**config.mk**
```make
export PLATFORM = sky130hd
export DESIGN_NAME = rvx_muldiv
export DESIGN_NICKNAME = d
export VERILOG_FILES = /design/src/rtl/core/rv64_subset_instruction_executor_defines.svh /design/src/rtl/core/rvx_pkg.sv /design/src/rtl/core/rvx_muldiv.sv
export SDC_FILE = /design/constraint.sdc
export NUM_CORES = 1
export LEC_CHECK = 0
export BUFFER_PORTS_ARGS = -buffer_cell sky130_fd_sc_hd__buf_2
export CELL_PAD_IN_SITES_DETAIL_PLACEMENT = 1
export CELL_PAD_IN_SITES_GLOBAL_PLACEMENT = 1
export CORE_UTILIZATION = 49
export DETAILED_ROUTE_END_ITERATION = 12
export GPL_TIMING_DRIVEN = 0
export PLACE_DENSITY = 0.94
export SLEW_MARGIN = 20
export SYNTH_ARGS = -nofsm -noshare
export SYNTH_HDL_FRONTEND = slang
export SYNTH_SLANG_ARGS = --single-unit
```
**constraint.sdc**
```tcl
create_clock -name clk -period 6.7 [get_ports clk]
set_input_delay 1.675 -clock clk [delete_from_list [all_inputs] [get_ports clk]]
set_output_delay 1.675 -clock clk [all_outputs]
set_load 0.02 [all_outputs]
```
**src/rtl/core/rv64_subset_instruction_executor_defines.svh**
```systemverilog
// ----------------------------------------------------------------------------
// RV64 subset executor assertion macros
// Shared concurrent assertion forms; empty in synthesis builds.
// ----------------------------------------------------------------------------
`ifndef RV64_SUBSET_INSTRUCTION_EXECUTOR_DEFINES_SVH
`define RV64_SUBSET_INSTRUCTION_EXECUTOR_DEFINES_SVH
`ifndef SYNTHESIS
// Checked property with reset disable.
`define RVX_ASSERT(name, clk, rst_n, prop, msg) \
  name: assert property (@(posedge clk) disable iff (!rst_n) prop) else $error(msg);
// Checked property that also holds across reset.
`define RVX_ASSERT_NORST(name, clk, prop, msg) \
  name: assert property (@(posedge clk) prop) else $error(msg);
`else
`define RVX_ASSERT(name, clk, rst_n, prop, msg)
`define RVX_ASSERT_NORST(name, clk, prop, msg)
`endif
`endif

```
**src/rtl/core/rvx_pkg.sv**
```systemverilog
// ----------------------------------------------------------------------------
// RV64 subset executor package
// Opcodes, sizes, register indexes and shared types.
// ----------------------------------------------------------------------------
`default_nettype none
package rvx_pkg;
  localparam int MEM_WORDS = 1024;
  localparam int MEM_AW    = $clog2(MEM_WORDS);
  localparam int NUM_REGS  = 32;
  localparam int REG_AW    = $clog2(NUM_REGS);
  localparam int NUM_CNT   = 7;

  localparam logic [6:0] OPC_REG    = 7'b0110011;
  localparam logic [6:0] OPC_IMM    = 7'b0010011;
  localparam logic [6:0] OPC_LOAD   = 7'b0000011;
  localparam logic [6:0] OPC_STORE  = 7'b0100011;
  localparam logic [6:0] OPC_BRANCH = 7'b1100011;
  localparam logic [6:0] OPC_JAL    = 7'b1101111;
  localparam logic [6:0] OPC_JALR   = 7'b1100111;
  localparam logic [6:0] F7_BASE    = 7'b0000000;
  localparam logic [6:0] F7_ALT     = 7'b0100000;
  localparam logic [6:0] F7_MULDIV  = 7'b0000001;

  localparam logic [1:0] FAULT_NONE     = 2'd0;
  localparam logic [1:0] FAULT_UNSUPP   = 2'd1;
  localparam logic [1:0] FAULT_MISALIGN = 2'd2;

  localparam logic [2:0] CFG_START_PC  = 3'd0;
  localparam logic [2:0] CFG_ARG_ZERO  = 3'd1;
  localparam logic [2:0] CFG_ARG_ONE   = 3'd2;
  localparam logic [2:0] CFG_ARG_TWO   = 3'd3;
  localparam logic [2:0] CFG_ARG_THREE = 3'd4;
  localparam logic [2:0] CFG_STACK_TOP = 3'd5;
  localparam logic [31:0] STACK_TOP_RST = 32'd8192;

  localparam logic [2:0] CNT_INSTR     = 3'd0;
  localparam logic [2:0] CNT_ALU       = 3'd1;
  localparam logic [2:0] CNT_LOAD      = 3'd2;
  localparam logic [2:0] CNT_STORE     = 3'd3;
  localparam logic [2:0] CNT_JUMP      = 3'd4;
  localparam logic [2:0] CNT_TAKEN     = 3'd5;
  localparam logic [2:0] CNT_NOT_TAKEN = 3'd6;

  localparam logic [REG_AW-1:0] REG_SP = REG_AW'(2);
  localparam logic [REG_AW-1:0] REG_A0 = REG_AW'(10);
  localparam logic [REG_AW-1:0] REG_A1 = REG_AW'(11);
  localparam logic [REG_AW-1:0] REG_A2 = REG_AW'(12);
  localparam logic [REG_AW-1:0] REG_A3 = REG_AW'(13);

  typedef struct packed {
    logic start;
    logic is_div;
  } md_req_t;

  typedef struct packed {
    logic busy;
    logic done;
  } md_rsp_t;
endpackage
`default_nettype wire

```
**src/rtl/core/rvx_muldiv.sv**
```systemverilog
// ----------------------------------------------------------------------------
// RV64 subset executor multiply/divide unit
// Shared radix-2 unit: shift-add multiply or restoring signed divide.
// ----------------------------------------------------------------------------
`default_nettype none
module rvx_muldiv (
  input  wire logic           clk,
  input  wire logic           rst_n,
  input  wire rvx_pkg::md_req_t req,
  input  wire logic [63:0]    op_a,
  input  wire logic [63:0]    op_b,
  output rvx_pkg::md_rsp_t    rsp,
  output logic      [63:0]    result
);
  import rvx_pkg::*;

  logic        busy_r, done_r, div_r, neg_r, dz_r;
  logic [5:0]  cnt_r;
  logic [63:0] acc_r, opa_r, opb_r;
  logic [63:0] acc_nxt, opa_nxt, opb_nxt;
  logic [64:0] rem_sh, diff;

  // One bit per cycle.
  always_comb begin
    rem_sh  = {acc_r, opa_r[63]};
    diff    = rem_sh - {1'b0, opb_r};
    acc_nxt = acc_r;
    opa_nxt = opa_r;
    opb_nxt = opb_r;
    if (div_r) begin
      if (!diff[64]) begin
        acc_nxt = diff[63:0];
        opa_nxt = {opa_r[62:0], 1'b1};
      end else begin
        acc_nxt = rem_sh[63:0];
        opa_nxt = {opa_r[62:0], 1'b0};
      end
    end else begin
      acc_nxt = acc_r + (opb_r[0] ? opa_r : 64'd0);
      opa_nxt = {opa_r[62:0], 1'b0};
      opb_nxt = {1'b0, opb_r[63:1]};
    end
  end

  always_ff @(posedge clk) begin
    if (!rst_n) begin
      busy_r <= 1'b0;
      done_r <= 1'b0;
      cnt_r  <= '0;
    end else begin
      done_r <= 1'b0;
      if (req.start) begin
        busy_r <= 1'b1;
        cnt_r  <= '0;
      end else if (busy_r) begin
        cnt_r <= cnt_r + 6'd1;
        if (cnt_r == 6'd63) begin
          busy_r <= 1'b0;
          done_r <= 1'b1;
        end
      end
    end
  end

  always_ff @(posedge clk) begin
    if (req.start) begin
      div_r <= req.is_div;
      acc_r <= '0;
      neg_r <= op_a[63] ^ op_b[63];
      dz_r  <= (op_b == 64'd0);
      if (req.is_div) begin
        opa_r <= op_a[63] ? (64'd0 - op_a) : op_a;
        opb_r <= op_b[63] ? (64'd0 - op_b) : op_b;
      end else begin
        opa_r <= op_a;
        opb_r <= op_b;
      end
    end else if (busy_r) begin
      acc_r <= acc_nxt;
      opa_r <= opa_nxt;
      opb_r <= opb_nxt;
    end
  end

  always_comb begin
    rsp.busy = busy_r;
    rsp.done = done_r;
    if (!div_r) begin
      result = acc_r;
    end else if (dz_r) begin
      result = '1;
    end else begin
      result = neg_r ? (64'd0 - opa_r) : opa_r;
    end
  end
endmodule
`default_nettype wire

```
* Word-level counts from Yosys, hierarchy flattened
Index checks and enable logic that the tools add are counted.
** Word-level totals
- Logic and storage cells :: 46
- Output and inout bits :: 66
- Input port bits :: 132
- Bits in registers :: 203
** Cells by class
- Muxes and demuxes :: 21
- Bitwise logic cells :: 3
- Reductions and logical operators :: 5
- Eq/ne operators :: 2
- Add/subtract/negate cells :: 6
** Operator list (count)
- 64-bit two-way mux :: 15
- 1-bit by 64-bit subtractor with 64-bit output, first input constant :: 3
- 65-bit by 64-bit subtractor with 65-bit output :: 1
- 64-bit adder :: 1
- 64-bit logical NOT :: 1
- 6-bit by 1-bit adder with 6-bit output, second input constant :: 1
- 6-bit == test, second input constant :: 1
- 1-bit two-way mux :: 6
- 3-bit OR reduction :: 1
- 2-bit != test, second input constant :: 1
- 1-bit NOT :: 2
- 2-bit AND reduction :: 1
- 2-bit nonzero test :: 1
- 2-bit OR reduction :: 1
- 1-bit XOR :: 1

* Longest topological paths before layout
Gate-level depths: netlist of the first run.
- Depth in word-level cells :: 5
- Depth in mapped cells :: 16
- Gate-level depth less buffers :: 14

* Least setup slack after synthesis of the first run
No wires, ideal clock.
- Path kind :: register to output
- Start point :: register opa_r[6]
- End point :: output port result[57]
- Data required time :: 5.025 ns
- Data arrival time :: 3.476 ns
- Cell stages (with the launch flop) :: 12
- Slack :: 1.549 ns
- Path buffers :: 0
- Path through :: edfxtp_1 -> or4_4 -> or4_4 -> or3b_4 -> or3_4 -> or2_4 -> nor3_4 -> nand2_2 -> o31ai_4 -> xnor2_1 -> nor3_1 -> nor2_1
** Between the ends
- Longest elaborated chain between the ends :: 4
** RTL lines
- start: declaration :: RTL line rvx_muldiv.sv:19 : logic [63:0] acc_r, opa_r, opb_r;
- start signal: assignment :: RTL line rvx_muldiv.sv:72 : opa_r <= op_a[63] ? (64'd0 - op_a) : op_a;
- start signal: assignment :: RTL line rvx_muldiv.sv:75 : opa_r <= op_a;
- start signal: assignment :: RTL line rvx_muldiv.sv:80 : opa_r <= opa_nxt;
- 1-bit by 64-bit subtractor with 64-bit output :: RTL line rvx_muldiv.sv:93 : result = neg_r ? (64'd0 - opa_r) : opa_r;
- 64-bit two-way mux :: RTL line rvx_muldiv.sv:93
- 64-bit two-way mux :: RTL line rvx_muldiv.sv:90 : end else if (dz_r) begin
- 64-bit two-way mux :: RTL line rvx_muldiv.sv:88 : if (!div_r) begin
- end: declaration :: RTL line rvx_muldiv.sv:13 : output logic [63:0] result
No other way between the ends.

* Worst setup path after layout of the first run
- Start point :: register opa_r[15]
- End point :: output port result[59]
The elaborated chain is that of the path after synthesis.

==> results.md, run 1 <==
* Final Util at 55.6%
* Top_reg_cell synth: edfxtp_1
* Number of global-route vias before repair at 24000
* Crit path DAT at 4710 ps
* Sequential share of power at 31.0%
* Clock Power Share at 25.9%
* Most common cell after layout, fill and taps aside: a21oi_1
* RSZ-0062 raised after global routing: no
* Initial antenna violation count at 0
* Slew headroom at 27.0%
* Int Power at 3190 uW
* Net Count, Synth at 3043
* Placed Area at 0.0231 mm2
* Clock transition at the registers of the reported paths at 60 ps
* Multiplexer area fraction after synthesis at 1.58%
* Fin crit period at 6390 ps
* Clk sink count at 203
* RePlAce Congestion at 1.00
* Largest net degree at the start of global routing at 63
* Die Ht at 211 um
* Initial DRT Pass Iterations at 6
* Max-slew violation count at 0
* Max cap viols at 0
* Core Footprint at 0.0431 mm2
* Worst Tran Pin Value at 1100 ps
* Clk buf depth at 3
* Setup TNS at 0 ps
* Synth Area in Simple Gates at 20.4%
* ANT cells at 0
* Synth Warn # at 0
* First-pass GRT wire length at 130000 um
* Max frequency at 157 MHz
* Kind of critical path: register to primary output
* Die area at 0.0444 mm2
* Largest family of logic cells by synthesized area: compound AO/OA/AOI/OAI gates
* PostCTS Resize Cnt at 0
* Synth Area per Inst at 7.69 um2
* Die width at 211 um
* Design Area, Final at 0.0240 mm2
* Total Power at 5520 uW
* EDFF count, synth at 131
* Crit. End Element: primary output
* Register area share after synthesis at 25.2%
* FF+latch count, synth at 203
* Final ANT Viol Nets at 0
* DRC at 0
* # IOs at 198
* GRT overflow at 0
* Nets at 3269
* Post-CTS Setup Bufs at 0
* Drt via density at 6.36
* Clock Tree Root: clkbuf_16
* Avg WL per Cell at 23.9 um
* CTS tree: built
* GRT Overall Usage at 37.9%
* Worst min path class: register to register
* Cell area after synthesis at 0.0214 mm2
* Layout Skew at 33.3 ps
* FFs w/ async S/R, synth at 0%
* Synth Area in XOR/XNOR at 12.6%
* Clk_lat worst skew at 580 ps
* Most frequent cells in the layout: 344 x a21oi_1, 316 x nor2_1, 225 x nand2_1
* Layout cells sized above 1 at 9.79%
* Pwr dens at 230 mW/mm2
* Row cnt at 76
* Gate Count Post-Synth at 2777
* Synthesis-to-layout area growth at 12.3%
* IR Drop Worst-Case VDD at 0.170 mV
* Unique masters post-synth at 78
* Cts hold-fix bufs at 0
* Setup Viol. Count Final at 0
* Switch share at 42.2%
* Outcome: finished clean
* Sw Pwr at 2330 uW
* DR vias at 22900
* Post-synthesis adder-cell area fraction at 7.92%
* Final Hold Viols at 0
* Worst endpoint required time at 5030 ps
* TritonCTS Buffers at 25
* Starting Density at 49.6%
* Worst setup SP type: register
* Total leakage power at 0.00972 uW
* # H-tree levels at 1
* Drt total wl at 86100 um
* Combinational group share of total power at 43.0%
* DP Wirelength at 69400 um
* Worst hold margin at 519 ps
* Iter 0 DRT Violations at 1899
* PortBufs at 197
* Final period utilization at 95.3%
* Compound-Gate Fraction of Synth Area at 27.6%
* CP max FO at 5
[flip-flops by register name (all words and copies together) (netlist names)]
signal,cells
acc_r,64
busy_r,1
cnt_r,6
div_r,1
done_r,1
dz_r,1
neg_r,1
opa_r,64
opb_r,64
[cells in the mapped netlist (6+ instances only)]
cell type | n | area share (%)
clkbuf_1 | 139 | 2.4
o21bai_1 | 25 | 0.88
nand4_1 | 36 | 1.1
mux2i_1 | 19 | 0.89
a211oi_1 | 23 | 0.81
mux2_2 | 13 | 0.69
xnor2_1 | 185 | 7.6
a31oi_1 | 30 | 0.88
o31ai_1 | 33 | 1.2
o21ai_0 | 153 | 3.6
or3_1 | 38 | 1.1
and4_1 | 6 | 0.25
o211ai_1 | 38 | 1.3
and2_1 | 80 | 2.3
o21a_1 | 21 | 0.74
nand2_1 | 226 | 4.0
a311oi_1 | 22 | 0.90
buf_1 | 11 | 0.19
a31o_2 | 7 | 0.29
inv_1 | 111 | 2.0
a21o_1 | 78 | 2.7
and3_1 | 17 | 0.50
a21oi_1 | 344 | 8.1
or2_2 | 11 | 0.32
nand2b_1 | 37 | 1.1
or4_1 | 17 | 0.60
a221oi_1 | 8 | 0.33
xor2_1 | 122 | 5.0
dfxtp_1 | 72 | 6.7
ha_1 | 132 | 7.7
a2111oi_0 | 8 | 0.33
edfxtp_1 | 131 | 18
nor3_1 | 52 | 1.2
nand3_1 | 23 | 0.54
o22a_1 | 60 | 2.5
o41ai_1 | 22 | 0.90
nor2b_1 | 13 | 0.38
a21boi_0 | 11 | 0.39
nor2_1 | 316 | 5.6
nor4_1 | 14 | 0.41
[metrics by stage]
step,instances,setup WS (ps)
6_report,3607,313
5_1_grt,3607,215
4_1_cts,3607,402
3_5_place_dp,3561,908
3_3_place_gp,3559,1080
2_1_floorplan,2777,1550
[power groups by stage]
stage	Combinational (uW)	Sequential, uW	Clock, uW
6_report	2380	1710	1430
5_1_grt	2560	1720	1470
4_1_cts	2330	1700	1420
3_5_place_dp	2310	1730	0
3_3_place_gp	2230	1720	0
2_1_floorplan	1620	1620	0
[per-layer routing]
layer,vias up,part of all wire (%),global-route usage (%)
met4,0,6.4,21.7
met1,11200,40,45.0
li1,10600,-,-
met5,-,0,0
met3,278,6.0,5.69
met2,841,48,65.4
[critical path: stages (launching register included)]
cell and delay (ps):
edfxtp_1 460, or4_1 640, nor4b_1 580, or3b_4 510, or3_4 420, or2_4 290
o21ai_0 490, nand2_1 200, xor2_1 200, o22a_1 170, buf_2 160
[cells by family after synthesis]
| logic type | Yosys count |
|---|---|
| AOI/OAI and AO/OA | 926 |
| and+or+nand+nor | 910 |
| xor gates and xnor gates | 307 |
| buffers and inverters | 265 |
| DFF | 203 |
| adders and majority gates | 134 |
| muxes | 32 |
[final cells by class]
cell class	instances	area, um2
Buffer	154	589
Clock buffer	33	714
Clock inverter	13	119
Fill cell	5498	19100
Inverter	111	419
Multi-Input combinational cell	2309	15000
Sequential cell	203	5380
Tap cell	585	732
Timing Repair Buffer	199	1040
[path summary, 6_finish.rpt]
path | from | endpoint | slack [ps] | depth (start not counted)
setup / recovery | opa_r[15] | result[59] | 310 | 10
hold / removal | cnt_r[5] | cnt_r[5] | 520 | 2
setup reg to reg | opb_r[0] | acc_r[61] | 870 | 15
hold reg to reg | cnt_r[5] | cnt_r[5] | 520 | 2
No activity file was read; power rests on OpenSTA's default activity.
==> run 2: changes to the inputs <==
Settings changed: CORE_ASPECT_RATIO set to 1.5.
==> run 2 against run 1 <==
Critical path depth stayed put. Setup slack better by 88 ps. First-iteration DRC count fell by 19%. Sequential power barely moved. Die area about the same. Clock skew decreased by 9.7 ps. Final cell count shrank 0.47%. Critical endpoint unchanged. Largest cell class unchanged. Highest routed layer is now met5.
==> results.md, run 2 (synthesis results as in run 1) <==
* Outcome: finished clean
* TritonCTS Buffers at 24
* Worst R2R End: acc_r[61]
* Iter 0 DRT Violations at 1541
* Setup TNS at 0 ps
* Largest net degree at the start of global routing at 63
* RePlAce Congestion at 0.957
* Kind of critical path: register to primary output
* Final period utilization at 94.0%
* Number of global-route vias before repair at 24700
* Regs by FF count: acc_r: 64 flops, opa_r: 64 flops, opb_r: 64 flops
* First-pass GRT wire length at 135000 um
* PostCTS Resize Cnt at 0
* Worst hold margin at 499 ps
* Die area at 0.0444 mm2
* Initial antenna violation count at 2
* Placed Area at 0.0231 mm2
* GRT Overall Usage at 40.2%
* Most frequent cells in the layout: 344 x a21oi_1, 316 x nor2_1, 225 x nand2_1
* Final ANT Viol Nets at 0
* Worst setup SP type: register
* Cell depth of the worst flop-to-flop path at 15
* Crit. End Element: primary output
* Core Footprint at 0.0429 mm2
* Avg WL per Cell at 25.1 um
* Worst endpoint required time at 5030 ps
* Worst min path class: register to register
* DR vias at 23200
* Pwr dens at 229 mW/mm2
* Crit path DAT at 4620 ps
* Drt via density at 6.47
* Drt total wl at 90300 um
* Nets at 3268
* Die width at 172 um
* Layout Skew at 23.6 ps
* Synthesis-to-layout area growth at 11.9%
* CTS tree: built
* Max frequency at 159 MHz
* Die Ht at 258 um
* DP Wirelength at 73600 um
* Clock Tree Root: clkbuf_16
* CP max FO at 5
* DRC at 0
* Clock transition at the registers of the reported paths at 70 ps
* Design Area, Final at 0.0239 mm2
* Setup Viol. Count Final at 0
* ANT cells at 0
* Worst setup startpoint: opa_r[6]
* Crit path to: result[59]
* R2r setup slk at 850 ps
* Clk buf depth at 3
* # IOs at 198
* Starting Density at 49.7%
* Reg-to-reg critical path startpoint: opb_r[0]
* Post-CTS Setup Bufs at 0
* Slew headroom at 26.7%
* Worst Tran Pin Value at 1100 ps
* Final Hold Viols at 0
* Hold_sp: cnt_r[5]
* RSZ-0062 raised after global routing: no
* Layout cells sized above 1 at 9.80%
* Row cnt at 93
* Clk sink count at 203
* Initial DRT Pass Iterations at 6
* Max-slew violation count at 0
* GRT overflow at 0
* Clk_lat worst skew at 560 ps
* Fin crit period at 6300 ps
* # H-tree levels at 1
* IR Drop Worst-Case VDD at 0.187 mV
* Total leakage power at 0.00969 uW
* Cts hold-fix bufs at 0
* Most common cell after layout, fill and taps aside: a21oi_1
* PortBufs at 197
* Max cap viols at 0
run 2: cell type report:
class,count,area (um2)
inverters,111,419
clock buffers,33,678
repair buffers,199,1040
fillers,5488,19000
clock inverters,11,101
multi-input cells,2309,15000
well taps,570,713
flip-flops and latches,203,5380
plain buffers,154,589
run 2: power breakdown:
part,total (uW),switching (uW),internal (uW)
logic,2400,1530,871
clock network,1340,584,751
registers,1730,237,1490
run 2: worst min path at each step:
| stage | endpoint | slack, ps | cells after the start |
|---|---|---|---|
| 6_report | cnt_r[5] | 500 | 2 |
| 5_1_grt | cnt_r[5] | 570 | 2 |
| 4_1_cts | cnt_r[5] | 500 | 2 |
| 3_5_place_dp | cnt_r[5] | 490 | 2 |
| 3_3_place_gp | cnt_r[5] | 470 | 2 |
| 2_1_floorplan | cnt_r[5] | 450 | 2 |
run 2: metal layers:
layer / share of wire [%] / track usage [%]
met4: 9.9 / 34.9
met3: 5.8 / 5.99
met5: 0.022 / 0
met1: 35 / 41.0
met2: 50 / 70.5
run 2: through the flow:
stage	cells	util [%]	worst slack, ps	total power [uW]
floorplan	2777	-	1550	3250
global placement	3544	53.7	1110	4000
detailed placement	3546	53.8	1040	4080
CTS	3590	55.7	464	5410
global route	3590	55.7	289	5690
finish	3590	55.7	401	5470
run 2: worst max-delay path: stages (launching register included):
cell and delay [ps]:
edfxtp_1 500, or4_4 580, or4_4 570, or3b_4 460
or3_4 410, or2_4 290, o21ai_0 530, nand2_1 180
xor2_1 230, o22a_1 150, buf_2 160
